==> src/rtl/sorted_array_set_engine_unit_macros.svh <==
// assertion macros for the sorted array set engine
`ifndef SORTED_ARRAY_SET_ENGINE_UNIT_MACROS_SVH
`define SORTED_ARRAY_SET_ENGINE_UNIT_MACROS_SVH

// same-cycle implication, sampled on clk, off while rst_n is low
`define SASE_ASSERT_NOW(label, ante, cons, msg) \
  label: assert property (@(posedge clk) disable iff (!rst_n) (ante) |-> (cons)) \
    else $error(msg);

// next-cycle implication, sampled on clk, off while rst_n is low
`define SASE_ASSERT_NEXT(label, ante, cons, msg) \
  label: assert property (@(posedge clk) disable iff (!rst_n) (ante) |=> (cons)) \
    else $error(msg);

`endif

==> src/rtl/sase_pkg.sv <==
// shared types and constants of the sorted array set engine
`timescale 1ns / 1ps
`default_nettype none

package sase_pkg;

  localparam int DEPTH_DEFAULT = 64;

  localparam int CMD_W    = 2;
  localparam int VALUE_W  = 32;
  localparam int STATUS_W = 2;
  localparam int POS_W    = 7;
  localparam int OUT_W    = 24;

  // request kinds
  localparam logic [CMD_W-1:0] CMD_INSERT   = 2'd0;
  localparam logic [CMD_W-1:0] CMD_REMOVE   = 2'd1;
  localparam logic [CMD_W-1:0] CMD_CONTAINS = 2'd2;

  // result codes
  localparam logic [STATUS_W-1:0] ST_DONE   = 2'd0;
  localparam logic [STATUS_W-1:0] ST_ABSENT = 2'd1;
  localparam logic [STATUS_W-1:0] ST_FULL   = 2'd2;

  // what every cell does at the edge
  typedef enum logic [1:0] {
    OP_HOLD,
    OP_INSERT,
    OP_REMOVE
  } sase_op_t;

  typedef struct packed {
    sase_op_t            op;
    logic [VALUE_W-1:0]  value;
  } cell_ctrl_t;

endpackage

`default_nettype wire

==> src/rtl/sase_encode.sv <==
// one-hot to binary encoder for the cell row boundary
`timescale 1ns / 1ps
`default_nettype none

module sase_encode #(
  parameter int DEPTH = sase_pkg::DEPTH_DEFAULT
) (
  input  wire logic [DEPTH-1:0]         onehot_i,
  output logic [$clog2(DEPTH)-1:0]      idx_o,
  output logic                          any_o
);

  localparam int IW = $clog2(DEPTH);

  always_comb begin
    idx_o = '0;
    for (int i = 0; i < DEPTH; i++) begin
      if (onehot_i[i]) begin
        idx_o = idx_o | IW'(i);
      end
    end
  end

  assign any_o = |onehot_i;

endmodule

`default_nettype wire

==> config.mk <==
export PLATFORM = sky130hd
export DESIGN_NAME = sase_encode
export DESIGN_NICKNAME = d
export VERILOG_FILES = /design/src/rtl/sorted_array_set_engine_unit_macros.svh /design/src/rtl/sase_pkg.sv /design/src/rtl/sase_encode.sv
export SDC_FILE = /design/constraint.sdc
export NUM_CORES = 1
export LEC_CHECK = 0
export BUFFER_PORTS_ARGS = -buffer_cell sky130_fd_sc_hd__buf_2
export CORE_UTILIZATION = 24
export DETAILED_ROUTE_END_ITERATION = 12
export GPL_TIMING_DRIVEN = 0
export PLACE_DENSITY_LB_ADDON = 0.12
export SYNTH_ARGS = -nofsm -noshare
export SYNTH_HDL_FRONTEND = slang
export SYNTH_SLANG_ARGS = --single-unit
export TNS_END_PERCENT = 100
==> constraint.sdc <==
create_clock -name vclk -period 0.8
set_input_delay 0 -clock vclk [all_inputs]
set_output_delay 0 -clock vclk [all_outputs]
set_load 0.01 [all_outputs]
Yosys cells after proc, flatten, opt, wreduce, memory -nomap -nowiden

Cells that the tools add are included.

Memories kept: 0
Latch bits: 0
Word-level logic and storage cells: 64
Memory bits (read-only): 0
Output and inout port bits: 7
Memory bits (writable): 0
Flip-flop bits (word level): 0

Bitwise operators: 0
Multipliers: 0
Muxes and demuxes: 63
Div/mod/pow operators: 0
Shift-type cells: 0
Order comparisons: 0
Equal/unequal tests: 0
Reductions and logical operators: 1
Add/subtract/negate cells: 0

Operators with widths:

| kind                | count |
|---|---|
| 6-bit two-way mux   | 32 |
| 5-bit two-way mux   | 16 |
| 64-bit OR reduction | 1 |
| 4-bit two-way mux   | 8 |
| 3-bit two-way mux   | 4 |
| 2-bit two-way mux   | 2 |
| 1-bit two-way mux   | 1 |

Longest topological paths before layout

Depth after elaboration: 63
Gate-level depth with buffers: 4
Gate-level depth less buffers: 4

Worst setup path before layout

OpenSTA, ideal clock, no wires.

Path type: input to output
From: input port onehot_i[28]
To: output port idx_o[4]
Path buffers: 0
Arrival: 795 ps
Cell stages on the path: 3
Slack: 5 ps
Cell sequence: nor4_1 > nand2_1 > or3_1

Longest elaborated chain between the ends: 36

RTL lines:

| item                            | RTL line          | text |
|---|---|---|
| start, declared                 | sase_encode.sv:8  | `input wire logic [DEPTH-1:0] onehot_i,` |
| 5-bit two-way mux (4 in a row)  | sase_encode.sv:18 | `if (onehot_i[i]) begin` |
| 6-bit two-way mux (32 in a row) | sase_encode.sv:18 |  |
| end, declared                   | sase_encode.sv:9  | `output logic [$clog2(DEPTH)-1:0] idx_o,` |

No other way between the ends.

Worst setup path in the final report

From: input port onehot_i[24]
To: output port idx_o[4]

Longest elaborated chain between the ends: 40

RTL lines:

| item                            | RTL line |
|---|---|
| 5-bit two-way mux (8 in a row)  | sase_encode.sv:18 |
| 6-bit two-way mux (32 in a row) | sase_encode.sv:18 |

No other way between the ends.

==> flow_metrics.py <==
metrics = {
    "outcome": {
        "outcome": "finished, violations left",
        "violations": "negative setup slack",
    },
    "timing": {
        "hold_viol": 0,
        "setup_violations": 7,
        "period_minus_slack_ns": 1.11,
        "tightest_slew_ns": 0.307,
        "slew_violations": 0,
        "min_period_over_period": 1.39,
        "layout_setup_ws_ns": -0.310,
        "max_freq_mhz": 901,
        "rsz0062_at_grt": "yes",
        "timing.slew.headroom": 0.794,
    },
    "global_route": {
        "grt_use_met3": 0.0167,
        "grt_use_met2": 0.601,
        "gr-total-overflow": 0,
        "grt_pass1_vias": 809,
        "grt_max_degree": 4,
        "grt_pass1_wl_um": 3330,
        "grtUsageMet1": 0.331,
        "grt_use_total": 0.298,
        "grt_antenna_before_repair": 0,
        "gr-max-usage-layer": "met2",
    },
    "final_layout": {
        "layout_common_cells": "buf_2, buf_6, nor4_4",
        "regArea_um2": 0,
        "final_cells": 151,
        "insertedDiodeCount": 0,
        "drive_gt1_frac": 0.743,
        "fin_nets": 202,
        "fill_cells": 59,
        "syn2layout_area_growth_pct": 233,
        "final_common_cell": "buf_2",
        "design.seq.count": 0,
        "nClkBuffers": 0,
    },
    "logic_synthesis": {
        "synth_cell_types": 10,
        "yosysSeqAreaShare": 0,
        "synth_fp_nets": 122,
        "yosysTopAreaCellShare": 0.391,
        "postSynthCellCount": 58,
        "syn_avg_cell_area_um2": 6.06,
        "syn_area_um2": 352,
        "synth_area_leader_cell": "nor4_1",
        "ys_warn_count": 0,
        "synth_area_leaders": "nor4_1, nor4_2, nand4_1",
    },
    "route": {
        "routedWlPerCell_um": 17.9,
        "vias": 901,
        "dr.pass1.iters": 4,
        "drt_wl_total_um": 2710,
        "drt_iter0_drc": 28,
        "drc": 0,
        "vias_per_cell": 5.97,
        "ant_nets": 0,
    },
    "die": {
        "core_area_um2": 1330,
        "rows": 13,
        "pin_count": 71,
        "die_x_um": 40.3,
        "start_util": 0.264,
        "die_height_um": 40.3,
        "die_area_um2": 1620,
    },
    "setup_path": {
        "crit_type": "in2out",
        "cp_data_arrival_time_ns": 1.11,
        "worstPathRequired_ns": 0.80,
        "start_kind": "input pin",
        "path_max_fanout": 2,
        "cp-end-kind": "primary output",
    },
    "placement": {
        "place.gp.congestion": 0.790,
        "place_inst": 144,
        "port_buffers": 71,
        "post-dp-hpwl_um": 1570,
    },
    "power_and_ir_drop": {
        "p_comb_frac": 1.000,
        "p_per_area_nw_per_um2": 394,
        "pwr-share-clk": 0,
        "p_total_mw": 0.462,
        "p_int_mw": 0.251,
        "vdd_drop_max_mv": 0.257,
        "p_switching_mw": 0.211,
        "leakage_nw": 0.434,
        "power_frac_seq": 0,
        "switching_share": 0.457,
    },
    "job": {
        "drv_cap": 0,
    },
    "clocking": {
        "cts_hold_buf": 0,
    },
    "min_path": {
        "hp-class": "in2out",
    },
}
through the flow:
stage	hold slack [ns]	area [µm²]	setup slack, ns	util	setup TNS, ns
after floorplan	0.120	352	0.00471	-	0
after global placement	0.308	726	-0.342	0.544	-1.80
after detailed placement	0.305	726	-0.369	0.544	-1.74
after CTS	0.299	1060	-0.232	0.794	-1.06
after global routing	0.335	1170	-0.352	0.877	-1.85
final	0.319	1170	-0.310	0.877	-1.49
final timing paths:
path	cells past startpoint	from	endpoint	slack [ns]
setup / recovery	5	onehot_i[24]	idx_o[4]	-0.31
hold / removal	4	onehot_i[39]	idx_o[0]	0.32
cells in the mapped netlist, drive strengths merged:
master,count
nand4,6
nor3,1
or3,2
and4,1
and3,1
nand3,5
nor4,27
nor2,10
nand2,5
power by group through the flow:
stage               Sequential, mW  Combinational (mW)  Clock, mW
global route                     0               0.481          0
CTS                              0               0.401          0
global placement                 0               0.243          0
finish                           0               0.462          0
floorplan                        0              0.0392          0
detailed placement               0               0.246          0
cell families (layout without fill, tap and decap cells):
| kind of cell | Yosys count | in the layout | synth area share |
|---|---|---|---|
| AND/OR/NAND/NOR | 58 | 58 | 1.00 |
| buffers and inverters | 0 | 78 | 0 |
per-layer routing:
layer / up-vias / share of wire
li1: 411 / -
met1: 409 / 0.35
met2: 73 / 0.54
met3: 8 / 0.082
met4: 0 / 0.028
met5: - / 0
cell type report:
| cell class | count | area, µm² | share of cell area |
|---|---|---|---|
| multi-input cells | 58 | 579 | 0.495 |
| well taps | 15 | 18.8 | 0.0160 |
| repair buffers | 78 | 572 | 0.489 |
worst max-delay path, stage by stage:
cell and delay (ns):
buf_6 0.10, nor4_4 0.31, nand3_1 0.16, or3_4 0.41, buf_6 0.13
timing repair:
item | in CTS | in global routing
pin swaps | 23 | 25
buffers inserted | 5 | 2
resized for setup | 56 | 20
endpoints found under the hold margin | 0 | 0
endpoints found under the setup margin | 7 | 7
(Power assumes the default switching activity.)
