`src/rtl/sorted_array_set_engine_unit_macros.svh`:
```
// assertion macros for the sorted array set engine
`ifndef SORTED_ARRAY_SET_ENGINE_UNIT_MACROS_SVH
`define SORTED_ARRAY_SET_ENGINE_UNIT_MACROS_SVH

// same-cycle implication, sampled on clk, off while rst_n is low
`define SASE_ASSERT_NOW(label, ante, cons, msg) \
  label: assert property (@(posedge clk) disable iff (!rst_n) (ante) |-> (cons)) \
    else $error(msg);

// next-cycle implication, sampled on clk, off while rst_n is low
`define SASE_ASSERT_NEXT(label, ante, cons, msg) \
  label: assert property (@(posedge clk) disable iff (!rst_n) (ante) |=> (cons)) \
    else $error(msg);

`endif

```
`src/rtl/sase_pkg.sv`:
```
// shared types and constants of the sorted array set engine
`timescale 1ns / 1ps
`default_nettype none

package sase_pkg;

  localparam int DEPTH_DEFAULT = 64;

  localparam int CMD_W    = 2;
  localparam int VALUE_W  = 32;
  localparam int STATUS_W = 2;
  localparam int POS_W    = 7;
  localparam int OUT_W    = 24;

  // request kinds
  localparam logic [CMD_W-1:0] CMD_INSERT   = 2'd0;
  localparam logic [CMD_W-1:0] CMD_REMOVE   = 2'd1;
  localparam logic [CMD_W-1:0] CMD_CONTAINS = 2'd2;

  // result codes
  localparam logic [STATUS_W-1:0] ST_DONE   = 2'd0;
  localparam logic [STATUS_W-1:0] ST_ABSENT = 2'd1;
  localparam logic [STATUS_W-1:0] ST_FULL   = 2'd2;

  // what every cell does at the edge
  typedef enum logic [1:0] {
    OP_HOLD,
    OP_INSERT,
    OP_REMOVE
  } sase_op_t;

  typedef struct packed {
    sase_op_t            op;
    logic [VALUE_W-1:0]  value;
  } cell_ctrl_t;

endpackage

`default_nettype wire

```
`src/rtl/sase_cell.sv`:
```
// one table cell: holds an entry, compares it and shifts with its neighbors
`timescale 1ns / 1ps
`default_nettype none

module sase_cell (
  input  wire logic                        clk,
  input  wire sase_pkg::cell_ctrl_t        ctrl,
  input  wire logic                        valid_i,
  input  wire logic                        prev_lt_i,
  input  wire logic [sase_pkg::VALUE_W-1:0] left_i,
  input  wire logic [sase_pkg::VALUE_W-1:0] right_i,
  output logic                             lt_o,
  output logic                             bnd_o,
  output logic                             hit_o,
  output logic [sase_pkg::VALUE_W-1:0]     entry_o
);

  logic [sase_pkg::VALUE_W-1:0] entry_r;
  logic [sase_pkg::VALUE_W-1:0] entry_nxt;
  logic                         at_pos;

  assign lt_o    = valid_i && ($signed(entry_r) < $signed(ctrl.value));
  // first cell not below the value; also the free slot when all are below
  assign at_pos  = !lt_o && prev_lt_i;
  assign bnd_o   = valid_i && at_pos;
  assign hit_o   = bnd_o && (entry_r == ctrl.value);
  assign entry_o = entry_r;

  always_comb begin
    entry_nxt = entry_r;
    unique case (ctrl.op)
      sase_pkg::OP_INSERT: begin
        if (!lt_o) begin
          entry_nxt = at_pos ? ctrl.value : left_i;
        end
      end
      sase_pkg::OP_REMOVE: begin
        if (!lt_o) begin
          entry_nxt = right_i;
        end
      end
      default: entry_nxt = entry_r;
    endcase
  end

  always_ff @(posedge clk) begin
    entry_r <= entry_nxt;
  end

endmodule

`default_nettype wire

```
`config.mk`:
```
export PLATFORM = sky130hd
export DESIGN_NAME = sase_cell
export DESIGN_NICKNAME = d
export VERILOG_FILES = /design/src/rtl/sorted_array_set_engine_unit_macros.svh /design/src/rtl/sase_pkg.sv /design/src/rtl/sase_cell.sv
export SDC_FILE = /design/constraint.sdc
export NUM_CORES = 1
export LEC_CHECK = 0
export BUFFER_PORTS_ARGS = -buffer_cell sky130_fd_sc_hd__buf_2
export CAP_MARGIN = 20
export CORE_MARGIN = 4
export CORE_UTILIZATION = 46
export CTS_CLUSTER_SIZE = 30
export DETAILED_ROUTE_END_ITERATION = 6
export PLACE_DENSITY = 0.93
export SLEW_MARGIN = 25
export SYNTH_ARGS = -nofsm -noshare
export SYNTH_HDL_FRONTEND = slang
export SYNTH_SLANG_ARGS = --single-unit
```
`constraint.sdc`:
```
create_clock -name clk -period 7.1 [get_ports clk]
set_clock_uncertainty 0.2 [all_clocks]
set_input_delay 2.13 -clock clk [delete_from_list [all_inputs] [get_ports clk]]
set_output_delay 2.13 -clock clk [all_outputs]
set_load 0.1 [all_outputs]
```
# Word level (Yosys, flattened, before mapping)
# Index checks and enable logic that the tools add are counted.
# word_totals
reg_bits,32
inputBits,101
out_inout_bits,35
word_cells,18
# classes
magnitude_cmp,1
eq_ne,5
mux,4
n_reduce_logical,7
# op_table
operator,count
32-bit 2-to-1 mux,3
32-bit one-hot mux with 2 select lines,1
32-bit equality test,1
32-bit < comparator,1
1-bit logical AND,4
"2-bit inequality test, second input constant",2
3-bit AND reduction,1
"2-bit by 1-bit equality test with 1-bit output, second input constant",1
"2-bit equality test, second input constant",1
2-bit nonzero test,1
1-bit zero test,1

# Logic depth before layout (Yosys ltp)
# logic_depth
word_depth,7
mapped_depth,10
ltp_nobuf,9

# Least setup slack after synthesis
# No wires, ideal clock.
# synth_path
kind,in2out
startpoint,input ctrl[31] in the netlist's numbering
endpoint,output lt_o
t_arrival_ps,5838
t_required_ps,4770
setup_slack_ps,-1068
path_stages,7
n_path_buf,0
cell_sequence,inv_1 ha_1 nand4_2 or4_1 or3_4 and4_1 nor3_1
# synth_via
elab_chain_cells,2
# synth_lines
element,line_no,source
"start, declared",sase_cell.sv:7,"input wire sase_pkg::cell_ctrl_t ctrl,"
32-bit < comparator,sase_cell.sv:22,assign lt_o = valid_i && ($signed(entry_r) < $signed(ctrl.value));
1-bit logical AND,sase_cell.sv:22,
"end, declared",sase_cell.sv:12,"output logic lt_o,"
# Every way passes these cells.

# Worst setup path in the final report
# layout_path
startpoint,input ctrl[31] in the netlist's numbering
endpoint,output hit_o
# layout_via
elab_chain_cells,6
word_cells_on_any_way,7
cone_classes,order compare: 1; eq/ne: 1; reduce/logical: 5
# layout_lines
element,line_no,source
32-bit < comparator,sase_cell.sv:22,
1-bit logical AND,sase_cell.sv:22,
1-bit zero test,--,
1-bit logical AND,sase_cell.sv:24,assign at_pos = !lt_o && prev_lt_i;
1-bit logical AND,sase_cell.sv:25,assign bnd_o = valid_i && at_pos;
1-bit logical AND (*),sase_cell.sv:26,assign hit_o = bnd_o && (entry_r == ctrl.value);
"end, declared",sase_cell.sv:14,"output logic hit_o,"
# Mark *: on every way between the ends. The rest lies on a longest branch, timed or not.

==> run metrics <==
status finished clean; routability cong. roughly 0.82; cell taking the most area after synthesis edfxtp_1; Die W around 80 µm; drt drc 0; Worst setup SP type input pin; required time worst endpoint ~4800 ps; Die Height approximately 82 µm; final hold slack 1210 ps; Post-CTS Resized 0; final antenna-violating net count 0; critical path arrival between 4000 and 5000 ps; Final Hold Viols 0; Yosys warnings 0; area fraction of the dominant cell type after synthesis around 38%; Max Slew Vio Count 0; Post-Synthesis Cells ~270; max-cap violation count 0; Avg WL per Cell about 14 µm; Layout area overhead 36.7%; post-synth cell types 30; Num CTS Buffers 5; DR vias/cell a little over 5; vias in the first global route about 2400; GRT overflow 0; port bufs between 100 and 150; CTS tree done; CP endpoint kind output port; Final period util 97.1%; DP HPWL ~5.5 mm; Layout Nets ~540; CP Max Fanout 5; RSZ-0062 raised after global routing false; Syn Area/Cell about 9.5 µm²; register area share after synthesis a little under two fifths; CTS root buffer clkbuf_8; row count 26; Fill cells 430; clk slew on worst S/H paths 70 ps; 1st-iter DRT viols 48; vias between 2000 and 2500; DIE AREA between 6000 and 7000 µm²; Tot GR Track Use between 20% and 30%; Starting Density around 48%; final WL 6.83 mm; Clock H-tree levels 2; max reg flops 32; initial antenna violation count 0; Finish-stage setup viols 0; share of cells above drive strength 1 a little under two fifths; kind of critical path in -> out; first-pass GRT wire length ~11 mm; TritonRoute pass-1 iters 4; Cell Area, Synth 2540 µm²; Antenna diodes 0; PD cells between 200 and 250 nW/µm²; largest net degree at the start of global routing 66; Longest Clk Path Bufs 2; Post CTS Setup Buffer Count 0; Worst-Skew Late Latency approximately 290 ps; Synth area leaders edfxtp_1 (38%), ha_1 (16%), mux2i_1 (13%), a21oi_1 (9.3%), inv_1 (5.5%); Top Ports about 140; Worst Tran Pin Value roughly 630 ps; Synth Net Count around 400; synthesized flop and latch total 32; LEAKAGE about 1.7 nW; CTS Sinks 32; Max Clk Rate roughly 140 MHz; Core ar. 5240 µm²; Setup TNS 0 ps; Slew headroom 58.1%; worst hold path class reg -> reg; hold buffers post-CTS 0; Peak VDD IR 113 µV; fin crit period 6900 ps
[worst max-delay path: stages]
cell and delay, ps:
buf_2 110, inv_1 50, ha_1 350, nand4_2 170, or4_1 580, or3_4 370
a311oi_4 230, and2_4 210, and3_4 200, buf_12 170
[Yosys cell counts (all sizes together)]
library cell and instances:
o21ai 4, clkbuf 7, and3 1, buf 3
or3 1, o211ai 1, nor4 1, a211oi 2
nand3 3, nor2b 1, a311oi 1, inv 37
nor2 34, and4 2, mux2i 32, nand2 7
nand4 7, or4 2, a31oi 1, a221oi 1
nand2b 2, a21oi 47, and2 2, a22oi 1
nor3 2, a21o 2, edfxtp 32, ha 32
[power breakdown]
group | switching [mW] | total (mW) | internal, mW
clock | 0.0681 | 0.172 | 0.104
sequential | 0.0102 | 0.247 | 0.237
combinational | 0.243 | 0.339 | 0.0960
total | 0.321 | 0.758 | 0.437
[layout make-up]
class	instances	area (µm²)	share of cell area (%)
clock buffers	6	72.6	2.09
clock inverters	2	35.0	1.01
inverters	37	139	4.00
multi-input cells	189	1410	40.7
flip-flops and latches	32	961	27.7
well taps	70	87.6	2.52
repair buffers	138	763	22.0
[path summary, 6_finish.rpt]
kind / from / endpoint / slack [ps] / cells after the start
worst max-delay path: ctrl[31] / hit_o / 200 / 10
worst min-delay path: entry_o[31]$_DFFE_PP_ / entry_o[27]$_DFFE_PP_ / 1210 / 5
worst max register to register: entry_o[31]$_DFFE_PP_ / entry_o[7]$_DFFE_PP_ / 3600 / 8
worst min register to register: entry_o[31]$_DFFE_PP_ / entry_o[27]$_DFFE_PP_ / 1210 / 5
[layer usage]
metal	GRT usage, %	up-vias	routed length [µm]
met5	0	-	0
met4	6.64	0	116
met3	4.99	12	398
met2	36.1	82	3660
met1	23.5	1102	2650
li1	-	1236	-
[kinds of logic after synthesis]
| kind of cell | Yosys count | share of synthesized area [%] |
|---|---|---|
| mux | 32 | 12.6 |
| compound gates | 60 | 13.5 |
| simple gates | 65 | 12.5 |
| buf+inv | 47 | 7.84 |
| fa+ha+maj | 32 | 15.8 |
| flops | 32 | 37.9 |
[per-stage QoR]
step	cell area [µm²]	utilization [%]	power [mW]	setup slack (ps)	std cells
after floorplan	2560	-	0.507	10.9	268
after global placement	3330	63.7	0.577	299	465
after detailed placement	3330	63.7	0.587	231	465
after CTS	3440	65.7	0.760	213	473
after global routing	3470	66.2	0.799	84.0	474
final	3470	66.2	0.758	203	474
[placed cells by master, fill, tap and decap left out, types with 2 or more instances in the layout]
cell type	Yosys	final
o21ai_0	3	3
a211oi_1	2	2
nand3_1	3	3
buf_2	0	132
buf_4	0	2
ha_1	32	32
mux2i_1	32	32
and4_1	2	2
nand4_1	6	6
nor2_1	34	34
clkbuf_8	0	5
inv_1	37	37
a21o_1	2	2
buf_12	0	3
a21oi_1	47	46
edfxtp_1	32	32
nand2_1	7	7
or4_1	2	2
(Power assumes the default switching activity.)
